--- config.mk ---
export PLATFORM = sky130hd
export DESIGN_NAME = bank_switch_scanline_irq_mapper_flat
export DESIGN_NICKNAME = d
export VERILOG_FILES = /design/src/rtl/bsim_pkg.sv /design/src/rtl/bsim_if.sv /design/src/rtl/bsim_divider.sv /design/src/rtl/bank_switch_scanline_irq_mapper.sv /design/src/flat_wrapper.sv
export VERILOG_INCLUDE_DIRS = /design/src /design/src/rtl
export SDC_FILE = /design/constraint.sdc
export NUM_CORES = 1
export LEC_CHECK = 0
export BUFFER_PORTS_ARGS = -buffer_cell sky130_fd_sc_hd__buf_2
export CAP_MARGIN = 20
export CORE_ASPECT_RATIO = 0.9
export CORE_MARGIN = 2
export CORE_UTILIZATION = 59
export DETAILED_ROUTE_END_ITERATION = 8
export PLACE_DENSITY = 0.78
export SETUP_SLACK_MARGIN = 0.05
export SYNTH_ARGS = -nofsm -noshare
export SYNTH_HDL_FRONTEND = slang
export SYNTH_SLANG_ARGS = --single-unit
export TNS_END_PERCENT = 10
--- constraint.sdc ---
create_clock -name clk -period 3 [get_ports clk]
set_input_delay 0.45 -clock clk [delete_from_list [all_inputs] [get_ports clk]]
set_output_delay 0.45 -clock clk [all_outputs]
set_load 0.05 [all_outputs]
--- src/rtl/bank_switch_scanline_irq_mapper_defines.svh ---
// ----------------------------------------------------------------------------
// bank switch mapper assertion macros
// shared property wrappers, compiled out when NO_ASSERTIONS is set
// ----------------------------------------------------------------------------
`ifndef BANK_SWITCH_SCANLINE_IRQ_MAPPER_DEFINES_SVH
`define BANK_SWITCH_SCANLINE_IRQ_MAPPER_DEFINES_SVH

`ifndef NO_ASSERTIONS

// same-cycle implication, quiet during reset
`define BSIM_ASSERT_NOW(label, ante, cons) \
  label: assert property (@(posedge clk) disable iff (rst) (ante) |-> (cons)) \
    else $error("bsim assertion failed");

// next-cycle implication, quiet during reset
`define BSIM_ASSERT_NEXT(label, ante, cons) \
  label: assert property (@(posedge clk) disable iff (rst) (ante) |=> (cons)) \
    else $error("bsim assertion failed");

`else

`define BSIM_ASSERT_NOW(label, ante, cons)
`define BSIM_ASSERT_NEXT(label, ante, cons)

`endif

`endif

--- src/rtl/bsim_pkg.sv ---
// ----------------------------------------------------------------------------
// bsim_pkg
// widths, register decode codes, reset table and shared types of the mapper
// ----------------------------------------------------------------------------
`default_nettype none

package bsim_pkg;

  localparam int BANK_REG_COUNT = 8;
  localparam int BANK_IDX_W     = $clog2(BANK_REG_COUNT);

  localparam int CFG_DATA_W  = 6;
  localparam int CFG_INDEX_W = 2;

  localparam int DIVIDEND_W   = 8;
  localparam int DIVISOR_W    = 9;
  localparam int STEP_COUNT_W = $clog2(DIVIDEND_W);

  // configuration register indexes
  localparam logic [CFG_INDEX_W-1:0] CFG_PRG_BANKS   = 2'd0;
  localparam logic [CFG_INDEX_W-1:0] CFG_CHR_BANKS   = 2'd1;
  localparam logic [CFG_INDEX_W-1:0] CFG_FOUR_SCREEN = 2'd2;

  // item functions
  localparam logic [1:0] FUNC_WRITE = 2'd0;
  localparam logic [1:0] FUNC_TICK  = 2'd1;
  localparam logic [1:0] FUNC_PRG   = 2'd2;
  localparam logic [1:0] FUNC_CHR   = 2'd3;

  // register decode
  localparam logic [15:0] REG_MASK        = 16'hE001;
  localparam logic [15:0] REG_BANK_SELECT = 16'h8000;
  localparam logic [15:0] REG_BANK_DATA   = 16'h8001;
  localparam logic [15:0] REG_MIRROR      = 16'hA000;
  localparam logic [15:0] REG_RAM_PROTECT = 16'hA001;
  localparam logic [15:0] REG_IRQ_LATCH   = 16'hC000;
  localparam logic [15:0] REG_IRQ_RELOAD  = 16'hC001;
  localparam logic [15:0] REG_IRQ_DISABLE = 16'hE000;
  localparam logic [15:0] REG_IRQ_ENABLE  = 16'hE001;

  localparam logic [7:0] PAIR_MASK = 8'hFE;
  localparam int SEL_PRG_SWAP_BIT = 6;
  localparam int SEL_CHR_SWAP_BIT = 7;

  // mirroring codes
  localparam logic [1:0] MIRROR_VERTICAL    = 2'd0;
  localparam logic [1:0] MIRROR_FOUR_SCREEN = 2'd2;

  localparam logic [7:0] BANK_REG_INIT [BANK_REG_COUNT] =
    '{8'd0, 8'd2, 8'd4, 8'd5, 8'd6, 8'd7, 8'd0, 8'd1};

  typedef enum logic [1:0] {
    ST_IDLE,
    ST_DIV,
    ST_EMIT
  } state_t;

  // where the translated bank comes from
  typedef enum logic [1:0] {
    SEL_REM,
    SEL_SECOND_LAST,
    SEL_LAST,
    SEL_ZERO
  } bank_sel_t;

  typedef struct packed {
    logic                  start;
    logic [DIVIDEND_W-1:0] dividend;
    logic [DIVISOR_W-1:0]  divisor;
  } div_req_t;

  typedef struct packed {
    logic                 done;
    logic [DIVISOR_W-1:0] remainder;
  } div_resp_t;

endpackage

`default_nettype wire

--- src/rtl/bsim_if.sv ---
// ----------------------------------------------------------------------------
// bsim channel interfaces
// valid/ready channels for mapper items and mapper results
// ----------------------------------------------------------------------------
`default_nettype none

interface bsim_item_if import bsim_pkg::*; ();
  logic        valid;
  logic        ready;
  logic [1:0]  func;
  logic [15:0] address;
  logic [7:0]  value;
  logic        rendering_on;

  modport source (output valid, func, address, value, rendering_on, input ready);
  modport sink   (input valid, func, address, value, rendering_on, output ready);
endinterface

interface bsim_result_if import bsim_pkg::*; ();
  logic       valid;
  logic       ready;
  logic [7:0] bank;
  logic       irq;
  logic [1:0] mirroring;
  logic       ram_enable;
  logic       ram_writable;

  modport source (output valid, bank, irq, mirroring, ram_enable, ram_writable,
                  input ready);
  modport sink   (input valid, bank, irq, mirroring, ram_enable, ram_writable,
                  output ready);
endinterface

`default_nettype wire

--- src/rtl/bsim_divider.sv ---
// ----------------------------------------------------------------------------
// bsim_divider
// restoring remainder unit, one quotient bit per cycle
// ----------------------------------------------------------------------------
`default_nettype none

module bsim_divider import bsim_pkg::*; (
  input  wire logic      clk,
  input  wire logic      rst,
  input  wire div_req_t  req,
  output div_resp_t      resp
);

  logic                    busy;
  logic                    done;
  logic [STEP_COUNT_W-1:0] step;
  logic [DIVIDEND_W-1:0]   dq;
  logic [DIVISOR_W-1:0]    divisor;
  logic [DIVISOR_W-1:0]    rem;

  logic [DIVISOR_W:0] trial;
  logic [DIVISOR_W:0] diff;
  logic               fits;

  assign trial = {rem, dq[DIVIDEND_W-1]};
  assign diff  = trial - {1'b0, divisor};
  assign fits  = trial >= {1'b0, divisor};

  always_ff @(posedge clk) begin
    if (rst) begin
      busy <= 1'b0;
      done <= 1'b0;
      step <= '0;
    end else begin
      done <= 1'b0;
      if (req.start) begin
        busy <= 1'b1;
        step <= '0;
      end else if (busy) begin
        step <= step + 1'b1;
        if (step == STEP_COUNT_W'(DIVIDEND_W - 1)) begin
          busy <= 1'b0;
          done <= 1'b1;
        end
      end
    end
  end

  always_ff @(posedge clk) begin
    if (req.start) begin
      dq      <= req.dividend;
      divisor <= req.divisor;
      rem     <= '0;
    end else if (busy) begin
      dq  <= {dq[DIVIDEND_W-2:0], 1'b0};
      rem <= fits ? diff[DIVISOR_W-1:0] : trial[DIVISOR_W-1:0];
    end
  end

  assign resp.done      = done;
  assign resp.remainder = rem;

endmodule

`default_nettype wire

--- src/rtl/bank_switch_scanline_irq_mapper.sv ---
// ----------------------------------------------------------------------------
// bank_switch_scanline_irq_mapper
// cartridge bank mapper with scanline interrupt counter
// ----------------------------------------------------------------------------
// Each transaction on the item channel is a register write, a scanline tick,
// a program address translation or a pattern address translation, and each
// produces exactly one result transaction carrying the translated bank (zero
// for writes and ticks) plus the irq line, mirroring and work RAM controls as
// they stand after the item. Writes and ticks pass from acceptance to the emit
// state and then load the result register; translations first go through the
// shared restoring remainder unit, which reduces the bank number modulo the
// bank count at one bit per cycle over eight steps, after operand capture at
// acceptance and before result selection and output load. The output load
// waits while an untaken result still holds the output register. The block
// takes one item at a time; a new item is accepted as soon as the sequencer
// is idle, even while the previous result is still waiting in the output
// register. Configuration writes are taken whenever cfg_write is high and
// must only happen while no item is in flight.
// ----------------------------------------------------------------------------
`default_nettype none

`include "bank_switch_scanline_irq_mapper_defines.svh"

module bank_switch_scanline_irq_mapper import bsim_pkg::*; (
  input  wire logic                   clk,
  input  wire logic                   rst,
  bsim_item_if.sink                   items,
  bsim_result_if.source               results,
  input  wire logic                   cfg_write,
  input  wire logic [CFG_INDEX_W-1:0] cfg_index,
  input  wire logic [CFG_DATA_W-1:0]  cfg_data
);

  // configuration
  logic [5:0] prg_banks_16k;
  logic [5:0] chr_banks_8k;
  logic       four_screen;

  // mapper state
  logic [7:0] bank_select;
  logic [7:0] bank_regs [BANK_REG_COUNT];
  logic [7:0] irq_latch;
  logic [7:0] irq_counter;
  logic       reload_flag;
  logic       irq_enable;
  logic       irq_line;
  logic [1:0] mirror_mode;
  logic       ram_on;
  logic       ram_write_ok;

  // sequencer
  state_t     state;
  state_t     state_next;
  bank_sel_t  sel;
  bank_sel_t  sel_next;
  logic [7:0] bank_res;
  logic [6:0] prg_count_q;

  div_req_t   div_req;
  div_resp_t  div_resp;

  // output register
  logic       out_valid;
  logic [7:0] out_bank;
  logic       out_irq;
  logic [1:0] out_mirroring;
  logic       out_ram_enable;
  logic       out_ram_writable;

  logic accept;
  logic load_out;

  assign items.ready = (state == ST_IDLE);
  assign accept      = items.valid && items.ready;
  assign load_out    = (state == ST_EMIT) && (!out_valid || results.ready);

  // ---------------------------------------------------------------------------
  // translation operand selection
  // ---------------------------------------------------------------------------
  logic [6:0]            prg_count;
  logic [8:0]            chr_count;
  logic [12:0]           chr_addr;
  logic [7:0]            chr_raw;
  logic [7:0]            prg_raw;
  logic                  prg_swap;

  assign prg_count = {prg_banks_16k, 1'b0};
  assign chr_count = {chr_banks_8k, 3'b000};
  assign prg_swap  = bank_select[SEL_PRG_SWAP_BIT];
  // bit 7 of bank select swaps the two pattern halves
  assign chr_addr  = items.address[12:0] ^ {bank_select[SEL_CHR_SWAP_BIT], 12'd0};

  always_comb begin
    case (chr_addr[12:10])
      3'd0:    chr_raw = bank_regs[0] & PAIR_MASK;
      3'd1:    chr_raw = bank_regs[0] | 8'd1;
      3'd2:    chr_raw = bank_regs[1] & PAIR_MASK;
      3'd3:    chr_raw = bank_regs[1] | 8'd1;
      default: chr_raw = bank_regs[BANK_IDX_W'(chr_addr[12:10] - 3'd2)];
    endcase
  end

  always_comb begin
    prg_raw  = bank_regs[6];
    sel_next = SEL_REM;
    if (items.func == FUNC_PRG) begin
      if (!items.address[15] || (prg_banks_16k == '0)) begin
        sel_next = SEL_ZERO;
      end else begin
        case (items.address[14:13])
          2'd0:    sel_next = prg_swap ? SEL_SECOND_LAST : SEL_REM;
          2'd1: begin
            sel_next = SEL_REM;
            prg_raw  = bank_regs[7];
          end
          2'd2:    sel_next = prg_swap ? SEL_REM : SEL_SECOND_LAST;
          default: sel_next = SEL_LAST;
        endcase
      end
    end else if (chr_banks_8k == '0) begin
      sel_next = SEL_ZERO;
    end
  end

  // both translations go through the remainder unit
  assign div_req.start    = accept && items.func[1];
  assign div_req.dividend = (items.func == FUNC_PRG) ? prg_raw : chr_raw;
  assign div_req.divisor  = (items.func == FUNC_PRG) ? {2'b00, prg_count} : chr_count;

  bsim_divider u_divider (
    .clk  (clk),
    .rst  (rst),
    .req  (div_req),
    .resp (div_resp)
  );

  // ---------------------------------------------------------------------------
  // sequencer
  // ---------------------------------------------------------------------------
  always_ff @(posedge clk) begin
    if (rst) begin
      state <= ST_IDLE;
    end else begin
      state <= state_next;
    end
  end

  always_comb begin
    state_next = state;
    case (state)
      ST_IDLE: begin
        if (accept) begin
          state_next = items.func[1] ? ST_DIV : ST_EMIT;
        end
      end
      ST_DIV: begin
        if (div_resp.done) begin
          state_next = ST_EMIT;
        end
      end
      ST_EMIT: begin
        if (load_out) begin
          state_next = ST_IDLE;
        end
      end
      default: state_next = ST_IDLE;
    endcase
  end

  // translated bank pick once the remainder is ready
  always_ff @(posedge clk) begin
    if (accept) begin
      sel         <= sel_next;
      prg_count_q <= prg_count;
      bank_res    <= '0;
    end else if ((state == ST_DIV) && div_resp.done) begin
      case (sel)
        SEL_REM:         bank_res <= div_resp.remainder[7:0];
        SEL_SECOND_LAST: bank_res <= {1'b0, prg_count_q} - 8'd2;
        SEL_LAST:        bank_res <= {1'b0, prg_count_q} - 8'd1;
        default:         bank_res <= '0;
      endcase
    end
  end

  // ---------------------------------------------------------------------------
  // register writes, scanline ticks and configuration
  // ---------------------------------------------------------------------------
  logic [15:0]           reg_addr;
  logic [BANK_IDX_W-1:0] data_idx;
  logic                  do_write;
  logic                  do_tick;
  logic [7:0]            counter_new;
  logic                  counter_reload;

  assign reg_addr       = items.address & REG_MASK;
  assign data_idx       = bank_select[BANK_IDX_W-1:0];
  assign do_write       = accept && (items.func == FUNC_WRITE);
  assign do_tick        = accept && (items.func == FUNC_TICK) && items.rendering_on;
  assign counter_reload = (irq_counter == '0) || reload_flag;
  assign counter_new    = counter_reload ? irq_latch : irq_counter - 8'd1;

  always_ff @(posedge clk) begin
    if (rst) begin
      prg_banks_16k <= 6'd32;
      chr_banks_8k  <= 6'd32;
      four_screen   <= 1'b0;
      bank_select   <= '0;
      for (int i = 0; i < BANK_REG_COUNT; i++) begin
        bank_regs[i] <= BANK_REG_INIT[i];
      end
      irq_latch     <= '0;
      irq_counter   <= '0;
      reload_flag   <= 1'b0;
      irq_enable    <= 1'b0;
      irq_line      <= 1'b0;
      mirror_mode   <= MIRROR_VERTICAL;
      ram_on        <= 1'b1;
      ram_write_ok  <= 1'b1;
    end else begin
      if (cfg_write) begin
        case (cfg_index)
          CFG_PRG_BANKS: prg_banks_16k <= cfg_data;
          CFG_CHR_BANKS: chr_banks_8k  <= cfg_data;
          CFG_FOUR_SCREEN: begin
            four_screen <= cfg_data[0];
            // four-screen overrides mirroring, and leaving it falls back to vertical
            if (cfg_data[0]) begin
              mirror_mode <= MIRROR_FOUR_SCREEN;
            end else if (mirror_mode == MIRROR_FOUR_SCREEN) begin
              mirror_mode <= MIRROR_VERTICAL;
            end
          end
          default: ;
        endcase
      end else if (do_write) begin
        case (reg_addr)
          REG_BANK_SELECT: bank_select <= items.value;
          REG_BANK_DATA: begin
            // the 2K pattern pairs keep an even base
            if (data_idx < BANK_IDX_W'(2)) begin
              bank_regs[data_idx] <= items.value & PAIR_MASK;
            end else begin
              bank_regs[data_idx] <= items.value;
            end
          end
          REG_MIRROR: begin
            if (!four_screen) begin
              mirror_mode <= {1'b0, items.value[0]};
            end
          end
          REG_RAM_PROTECT: begin
            ram_on       <= items.value[7];
            ram_write_ok <= ~items.value[6];
          end
          REG_IRQ_LATCH:  irq_latch   <= items.value;
          REG_IRQ_RELOAD: reload_flag <= 1'b1;
          REG_IRQ_DISABLE: begin
            irq_enable <= 1'b0;
            irq_line   <= 1'b0;
          end
          REG_IRQ_ENABLE: irq_enable <= 1'b1;
          default: ;
        endcase
      end else if (do_tick) begin
        irq_counter <= counter_new;
        if (counter_new == '0) begin
          // counter hit zero: arm a reload and fire if enabled
          reload_flag <= 1'b1;
          if (irq_enable) begin
            irq_line <= 1'b1;
          end
        end else if (counter_reload) begin
          reload_flag <= 1'b0;
        end
      end
    end
  end

  // ---------------------------------------------------------------------------
  // output register
  // ---------------------------------------------------------------------------
  always_ff @(posedge clk) begin
    if (rst) begin
      out_valid <= 1'b0;
    end else if (load_out) begin
      out_valid <= 1'b1;
    end else if (results.ready) begin
      out_valid <= 1'b0;
    end
  end

  always_ff @(posedge clk) begin
    if (load_out) begin
      out_bank         <= bank_res;
      out_irq          <= irq_line;
      out_mirroring    <= mirror_mode;
      out_ram_enable   <= ram_on;
      out_ram_writable <= ram_write_ok;
    end
  end

  assign results.valid        = out_valid;
  assign results.bank         = out_bank;
  assign results.irq          = out_irq;
  assign results.mirroring    = out_mirroring;
  assign results.ram_enable   = out_ram_enable;
  assign results.ram_writable = out_ram_writable;

  // ---------------------------------------------------------------------------
  // assertions
  // ---------------------------------------------------------------------------
  // a translation always hands off to the remainder unit
  `BSIM_ASSERT_NEXT(a_translate_enters_div, accept && items.func[1], state == ST_DIV)
  // the remainder unit only finishes while the sequencer waits for it
  `BSIM_ASSERT_NOW(a_done_only_in_div, div_resp.done, state == ST_DIV)
  // the irq line only rises on a counted scanline tick
  `BSIM_ASSERT_NOW(a_irq_rise_on_tick, $rose(irq_line), $past(do_tick))

endmodule

`default_nettype wire
--- src/flat_wrapper.sv ---
// flat-port wrapper written by rule: the top's interface ports become plain ports
module bank_switch_scanline_irq_mapper_flat import bsim_pkg::*;
  (clk, rst, cfg_write, cfg_index, cfg_data, items_valid, items_func, items_address, items_value, items_rendering_on, items_ready, results_valid, results_bank, results_irq, results_mirroring, results_ram_enable, results_ram_writable, results_ready);
  bsim_item_if items_i ();
  bsim_result_if results_i ();
  input  wire logic clk;
  input  wire logic rst;
  input  wire logic cfg_write;
  input  wire logic [CFG_INDEX_W-1:0] cfg_index;
  input  wire logic [CFG_DATA_W-1:0] cfg_data;
  input wire logic [$bits(items_i.valid)-1:0] items_valid;
  input wire logic [$bits(items_i.func)-1:0] items_func;
  input wire logic [$bits(items_i.address)-1:0] items_address;
  input wire logic [$bits(items_i.value)-1:0] items_value;
  input wire logic [$bits(items_i.rendering_on)-1:0] items_rendering_on;
  output wire logic [$bits(items_i.ready)-1:0] items_ready;
  output wire logic [$bits(results_i.valid)-1:0] results_valid;
  output wire logic [$bits(results_i.bank)-1:0] results_bank;
  output wire logic [$bits(results_i.irq)-1:0] results_irq;
  output wire logic [$bits(results_i.mirroring)-1:0] results_mirroring;
  output wire logic [$bits(results_i.ram_enable)-1:0] results_ram_enable;
  output wire logic [$bits(results_i.ram_writable)-1:0] results_ram_writable;
  input wire logic [$bits(results_i.ready)-1:0] results_ready;
  assign items_i.valid = items_valid;
  assign items_i.func = items_func;
  assign items_i.address = items_address;
  assign items_i.value = items_value;
  assign items_i.rendering_on = items_rendering_on;
  assign items_ready = items_i.ready;
  assign results_valid = results_i.valid;
  assign results_bank = results_i.bank;
  assign results_irq = results_i.irq;
  assign results_mirroring = results_i.mirroring;
  assign results_ram_enable = results_i.ram_enable;
  assign results_ram_writable = results_i.ram_writable;
  assign results_i.ready = results_ready;
  bank_switch_scanline_irq_mapper u_core (.clk(clk), .rst(rst), .items(items_i), .results(results_i), .cfg_write(cfg_write), .cfg_index(cfg_index), .cfg_data(cfg_data));
endmodule
==> impl_metrics.toml, run 1 <==
[clock_tree]
cts_tree = "done"
ctsHoldBuffers = 0
cts_setup_buffers = 0
ctsResizeCount = 0
cts-root-buf = "clkbuf_16"
clk_path_buf_depth = 2
clock-sinks = 165
cts_buffers = 17
path_clk_slew_ns = 0.06
htreeDepth = 4
insertion_delay_ns = 0.42

[logic_synthesis]
synth_edf_count = 99
syn-cell-area_sq_um = 7700
synth-seq-area-share = 0.557
ys_seq_elements = 165
synth_flop_cell = "edfxtp_1"
ys_warn_count = 0
synth.distinct_cells = 63
async_flop_share = 0
syn_area_per_cell_sq_um = 10.7
synthesis.instances = 721
synth.net_count = 775

[timing]
skew_ns = 0.00989
tightest_slew_ns = 0.789
finalCritPeriodShare = 0.797
rsz0062_at_grt = "false"
worst_slack_ns = 0.610
period_minus_slack_ns = 2.39
setup_viol = 0
fmax_ghz = 0.418
timing.slew.headroom = 0.470
final_hold_viol_count = 0
slew_viol_final = 0
fin_tns_setup_ns = 0

[global_route]
grt_pass1_wl_um = 26700
track_usage = 0.242
grt_antenna_before_repair = 0
globalRouteOverflowTotal = 0
grt_max_degree = 58
grt_pass1_vias = 5367

[finish]
nNetsFinal = 811
n_antenna_cell = 0
drive_gt1_frac = 0.155
multi_input_area_sq_um = 3180
final_area_sq_um = 8620
seq_area_sq_um = 4290
utilization = 0.677
n_fill_cell = 948
syn2layout_area_growth_pct = 11.9

[pwr]
switchingPower_uw = 1350
p_int_uw = 3980
finalPower_uw = 5330
irDropWorstVdd_v = 0.000488
p_leak_uw = 0.00314
swShare = 0.253
p_seq_frac = 0.486
comb_power_share = 0.121
p_per_area_nw_per_um2 = 618
power_frac_clock = 0.393

[route]
drtAntennaViolNets = 0
wl_per_cell_um = 17.5
dr.first_iter.drc_count = 359
wl_um = 16300
viasPerCell = 5.92
via_count = 5526
drc = 0
firstDrtPassIters = 5

[status]
status = "finished, final reports clean"

[placement]
post_dp_cell_area_sq_um = 8050
place_hpwl_um = 11400
io_buffers = 45
post-place-ws_ns = 0.393
gp_congestion = 0.893

[die]
core_sq_um = 12700
die_h_um = 112
dieWidth_um = 124
die-area_sq_um = 14000
initial_core_util = 0.605
rows = 39
ios = 55

[min_path]
min_from = "cfg_data[5]"
holdCritPathClass = "in2reg"
min_path_cells = 2

[setup_path]
critPathMaxFanout = 10
worst_path_max_delay_cell = "nor4_4"
crit_required_ns = 3.12
critPathLaunch = "u_core.state[1]"
slowest_delay_ns = 0.37
end_kind = "flop"
r2r_cells = 8
arrival_ns = 2.51
startpoint_type = "flop"
crit_chain = "nor2_2 > nand2_1 > inv_2 > nand3_2 > nor4_4 > nand2_2 > nor3_2 > or2_2"
crit_type = "reg2reg"
r2r-start = "u_core.state[1]"

[flow_run]
drv_cap = 0
-- metal layers --
| layer | global-route usage | vias to the layer above | share of wire |
|---|---|---|---|
| li1 | - | 2668 | - |
| met1 | 0.322 | 2673 | 0.43 |
| met2 | 0.402 | 164 | 0.50 |
| met3 | 0.0424 | 21 | 0.052 |
| met4 | 0.0891 | 0 | 0.016 |
| met5 | 0 | - | 0 |
-- synthesized netlist by cell type, types with 3 or more instances --
| cell | n | area [sq um] |
|---|---|---|
| mux4_2 | 7 | 158 |
| edfxtp_1 | 99 | 2970 |
| a211o_1 | 4 | 35.0 |
| nand2_1 | 61 | 229 |
| and2_1 | 49 | 307 |
| inv_1 | 21 | 78.8 |
| nor3_2 | 3 | 30.0 |
| nor2_2 | 3 | 18.8 |
| nand3_1 | 6 | 30.0 |
| a211oi_1 | 14 | 105 |
| a31oi_1 | 4 | 25.0 |
| or3_1 | 8 | 50.1 |
| dfxtp_1 | 66 | 1320 |
| o21ai_0 | 31 | 155 |
| nor3_1 | 20 | 100 |
| mux2_2 | 5 | 56.3 |
| nor2_1 | 82 | 308 |
| o211ai_1 | 3 | 22.5 |
| buf_2 | 8 | 40.0 |
| or4_1 | 5 | 37.5 |
| a21oi_1 | 49 | 245 |
| nor2b_1 | 9 | 56.3 |
| xnor2_1 | 8 | 70.1 |
| clkbuf_1 | 29 | 109 |
| ha_1 | 13 | 163 |
| or2_2 | 8 | 50.1 |
| a22oi_1 | 6 | 45.0 |
| nand3b_1 | 3 | 22.5 |
| nor4_1 | 7 | 43.8 |
| mux2i_1 | 35 | 350 |
| nand2b_1 | 10 | 62.6 |
| nand4_1 | 5 | 31.3 |
-- cell type report --
class	count	area share
sequential	165	0.498
inverter	23	0.0100
timing repair buffer	54	0.0340
clock buffer	20	0.0507
clock inverter	12	0.0151
tap	164	0.0238
multi-input combinational	496	0.368
-- worst max-delay path: cells and delay by family (launching register included) --
kind          cells  cell delay (ns)
simple gates      7             1.65
flops             1             0.36
buf+inv           1             0.08
-- per-stage QoR --
stage	hold slack, ns	std cells
CTS	0.255	934
detailed placement	0.415	902
global route	0.257	934
finish	0.262	934
global placement	0.414	902
floorplan	0.408	721
-- logic make-up (layout without fill, tap and decap cells) --
family          after synthesis  after routing  share of synthesized area
simple gates                293            293                      0.198
compound gates              132            132                      0.106
xor+xnor                     10             10                     0.0114
mux                          47             47                     0.0732
fa+ha+maj                    14             14                     0.0237
flops                       165            165                      0.557
buf+inv                      60            109                     0.0305
-- worst paths after layout --
| path | end | slack (ns) |
|---|---|---|
| setup / recovery | u_core.bank_regs[1][3] | 0.61 |
| hold / removal | u_core.prg_banks_16k[5] | 0.26 |
| setup reg to reg | u_core.bank_regs[1][3] | 0.61 |
| hold reg to reg | u_core.results.bank[0] | 0.43 |
-- power groups by stage --
stage | combinational (uW) | sequential, uW | clock (uW)
finish | 646 | 2590 | 2090
CTS | 644 | 2590 | 2120
global placement | 622 | 2630 | 0
detailed placement | 639 | 2640 | 0
global route | 712 | 2600 | 2210
floorplan | 481 | 2620 | 0
-- flip-flops by register name (all words and copies together) (netlist names), 8 cells and up --
name,count
u_core.bank_regs,62
u_core.bank_res,8
u_core.irq_counter,8
u_core.irq_latch,8
u_core.results.bank,8
u_core.u_divider.divisor,8
u_core.u_divider.dq,8
u_core.u_divider.rem,9
-- cells in the final DEF, fill, tap and decap left out, types with 4 or more instances in the layout --
master	netlist	layout
a211oi_1	14	14
a21oi_1	49	49
nor4_1	7	7
nor2_1	82	82
nand2_1	61	61
nand3_1	6	6
buf_4	0	9
or3_1	8	8
o21ai_0	31	31
and2_1	49	49
mux2_2	5	5
clkbuf_16	0	17
mux2i_1	35	35
nand4_1	5	5
nor2b_1	9	9
dfxtp_1	66	66
or2_2	8	8
nor3_1	20	20
xnor2_1	8	8
a31oi_1	4	4
nand2b_1	10	10
or4_1	5	5
mux4_2	7	7
a22oi_1	6	6
a211o_1	4	4
inv_1	21	21
edfxtp_1	99	99
ha_1	13	13
buf_2	8	45
Power figures use the tool's default switching activity.
==> run 2: changes to the inputs <==
clock period = 2.2 ns   (was 3 ns; I/O delays follow)
==> run 2 against run 1 <==
Compared with the run above: the flow now finishes with violations (negative setup slack); routed wire length is 6.9% higher; core utilization is 3.6 points higher; worst setup slack worse by 0.63 ns; count of clock-buffer cells in the layout is 1 lower; non-clock buffer count is 36 higher; power is 48% higher; hold slack worse by 0.12 ns; critical path depth stayed put; maximum frequency is 7.7% higher; register-to-register slack worse by 0.63 ns.
==> impl_metrics.toml, run 2 (same netlist as run 1, synthesis figures left out) <==
[timing]
fin_tns_setup_ns = -0.0194
tightest_slew_ns = 0.670
setup_viol = 1
finalCritPeriodShare = 1.01
slew_viol_final = 0
fin_hold_ws_ns = 0.143
final_hold_viol_count = 0
worst_slack_ns = -0.0194
rsz0062_at_grt = "true"
period_minus_slack_ns = 2.22
fmax_ghz = 0.451
timing.slew.headroom = 0.551
skew_ns = 0.0140

[global_route]
track_usage = 0.259
grt_max_degree = 58
grt_pass1_vias = 5764
grt_antenna_before_repair = 0
grt_pass1_wl_um = 28600
globalRouteOverflowTotal = 0

[pwr]
p_leak_uw = 0.00338
p_per_area_nw_per_um2 = 867
finalPower_uw = 7870
irDropWorstVdd_v = 0.000780

[finish]
nNetsFinal = 847
n_antenna_cell = 0
final_common_cell = "edfxtp_1"
drive_gt1_frac = 0.216
largest-register = "u_core.bank_regs"
syn2layout_area_growth_pct = 17.8
largest_reg_flops = 62
final_area_sq_um = 9070
utilization = 0.712
top_regs = "u_core.bank_regs x62, u_core.u_divider.rem x9"
final_cell_mix = "edfxtp_1, nor2_1, dfxtp_1"
seq_area_sq_um = 4290
multi_input_area_sq_um = 3280
n_fill_cell = 850

[placement]
io_buffers = 45
place_hpwl_um = 11900
gp_congestion = 0.972
post_dp_cell_area_sq_um = 8350

[route]
drtAntennaViolNets = 0
dr.first_iter.drc_count = 569
wl_um = 17500
viasPerCell = 5.97
firstDrtPassIters = 6
wl_per_cell_um = 18.0
drc = 0
via_count = 5788

[clock_tree]
cts_tree = "done"
clock-sinks = 165
insertion_delay_ns = 0.42
path_clk_slew_ns = 0.06
clk_path_buf_depth = 2
cts-root-buf = "clkbuf_16"
htreeDepth = 4
cts_buffers = 17

[status]
status = "complete, but fails checks"
violations = "negative setup slack"

[die]
initial_core_util = 0.605
core_sq_um = 12700
dieWidth_um = 124
rows = 39
ios = 55
die-area_sq_um = 14000
die_h_um = 112

[setup_path]
arrival_ns = 2.51
crit_required_ns = 2.49
startpoint_type = "flop"
critPathMaxFanout = 6
end_kind = "flop"
crit_type = "reg2reg"

[min_path]
holdCritPathClass = "in2reg"

[flow_run]
drv_cap = 0
## run 2: cell count changes in the layout (fill, tap and decap cells not counted), sizes merged
cell and change:
buf +36, bufinv +3, clkbuf -1, clkinv +1, clkinvlp -3
## run 2: repair_timing
action / 4_1_cts / 5_1_grt
endpoints found under the setup margin: 5 / 38
buffers inserted: 0 / 0
pin swaps: 5 / 6
hold buffers: 0 / 0
cloned: 0 / 0
resized for setup: 7 / 10
## run 2: critical path, cell delays in order (launching register included)
cell	delay [ns]
edfxtp_1	0.39
inv_2	0.08
ha_4	0.22
a211oi_4	0.23
nor2_2	0.07
o31a_1	0.29
or4_4	0.54
o2111ai_2	0.18
o21ai_1	0.09
## run 2: final timing paths
kind                                    start                       to  slack [ns]  cells past startpoint
hold reg to reg            u_core.bank_res[4]   u_core.results.bank[4]        0.43                      0
setup reg to reg  u_core.u_divider.divisor[5]  u_core.u_divider.rem[8]       -0.02                      8
setup / recovery  u_core.u_divider.divisor[5]  u_core.u_divider.rem[8]       -0.02                      8
hold / removal                    cfg_data[5]  u_core.prg_banks_16k[5]        0.14                      2
## run 2: per-layer routing
| layer | vias to the layer above | part of all wire | global-route usage |
|---|---|---|---|
| met1 | 2801 | 0.41 | 0.326 |
| met3 | 24 | 0.062 | 0.0553 |
| met4 | 0 | 0.019 | 0.0906 |
| met2 | 223 | 0.50 | 0.447 |
| met5 | - | 0 | 0 |
| li1 | 2740 | - | - |
## run 2: where the power goes
group          switching, uW  total (uW)  internal (uW)  leakage (uW)
logic                    641        1150            506       0.00158
registers                107        3520           3420       0.00149
clock network           1180        3200           2010      0.000314
## run 2: metrics by stage
stage                     cells  worst slack (ns)
final                       970           -0.0194
after CTS                   970            0.0272
after global routing        970           -0.0857
after global placement      938            0.0110
after floorplan             721            0.0330
after detailed placement    938           -0.0275
## run 2: layout make-up
class,count,share of cell area
sequential,165,0.473
multi-input combinational,496,0.361
timing repair buffer,90,0.0634
clock buffer,19,0.0477
tap,164,0.0226
clock inverter,13,0.0223
inverter,23,0.00951
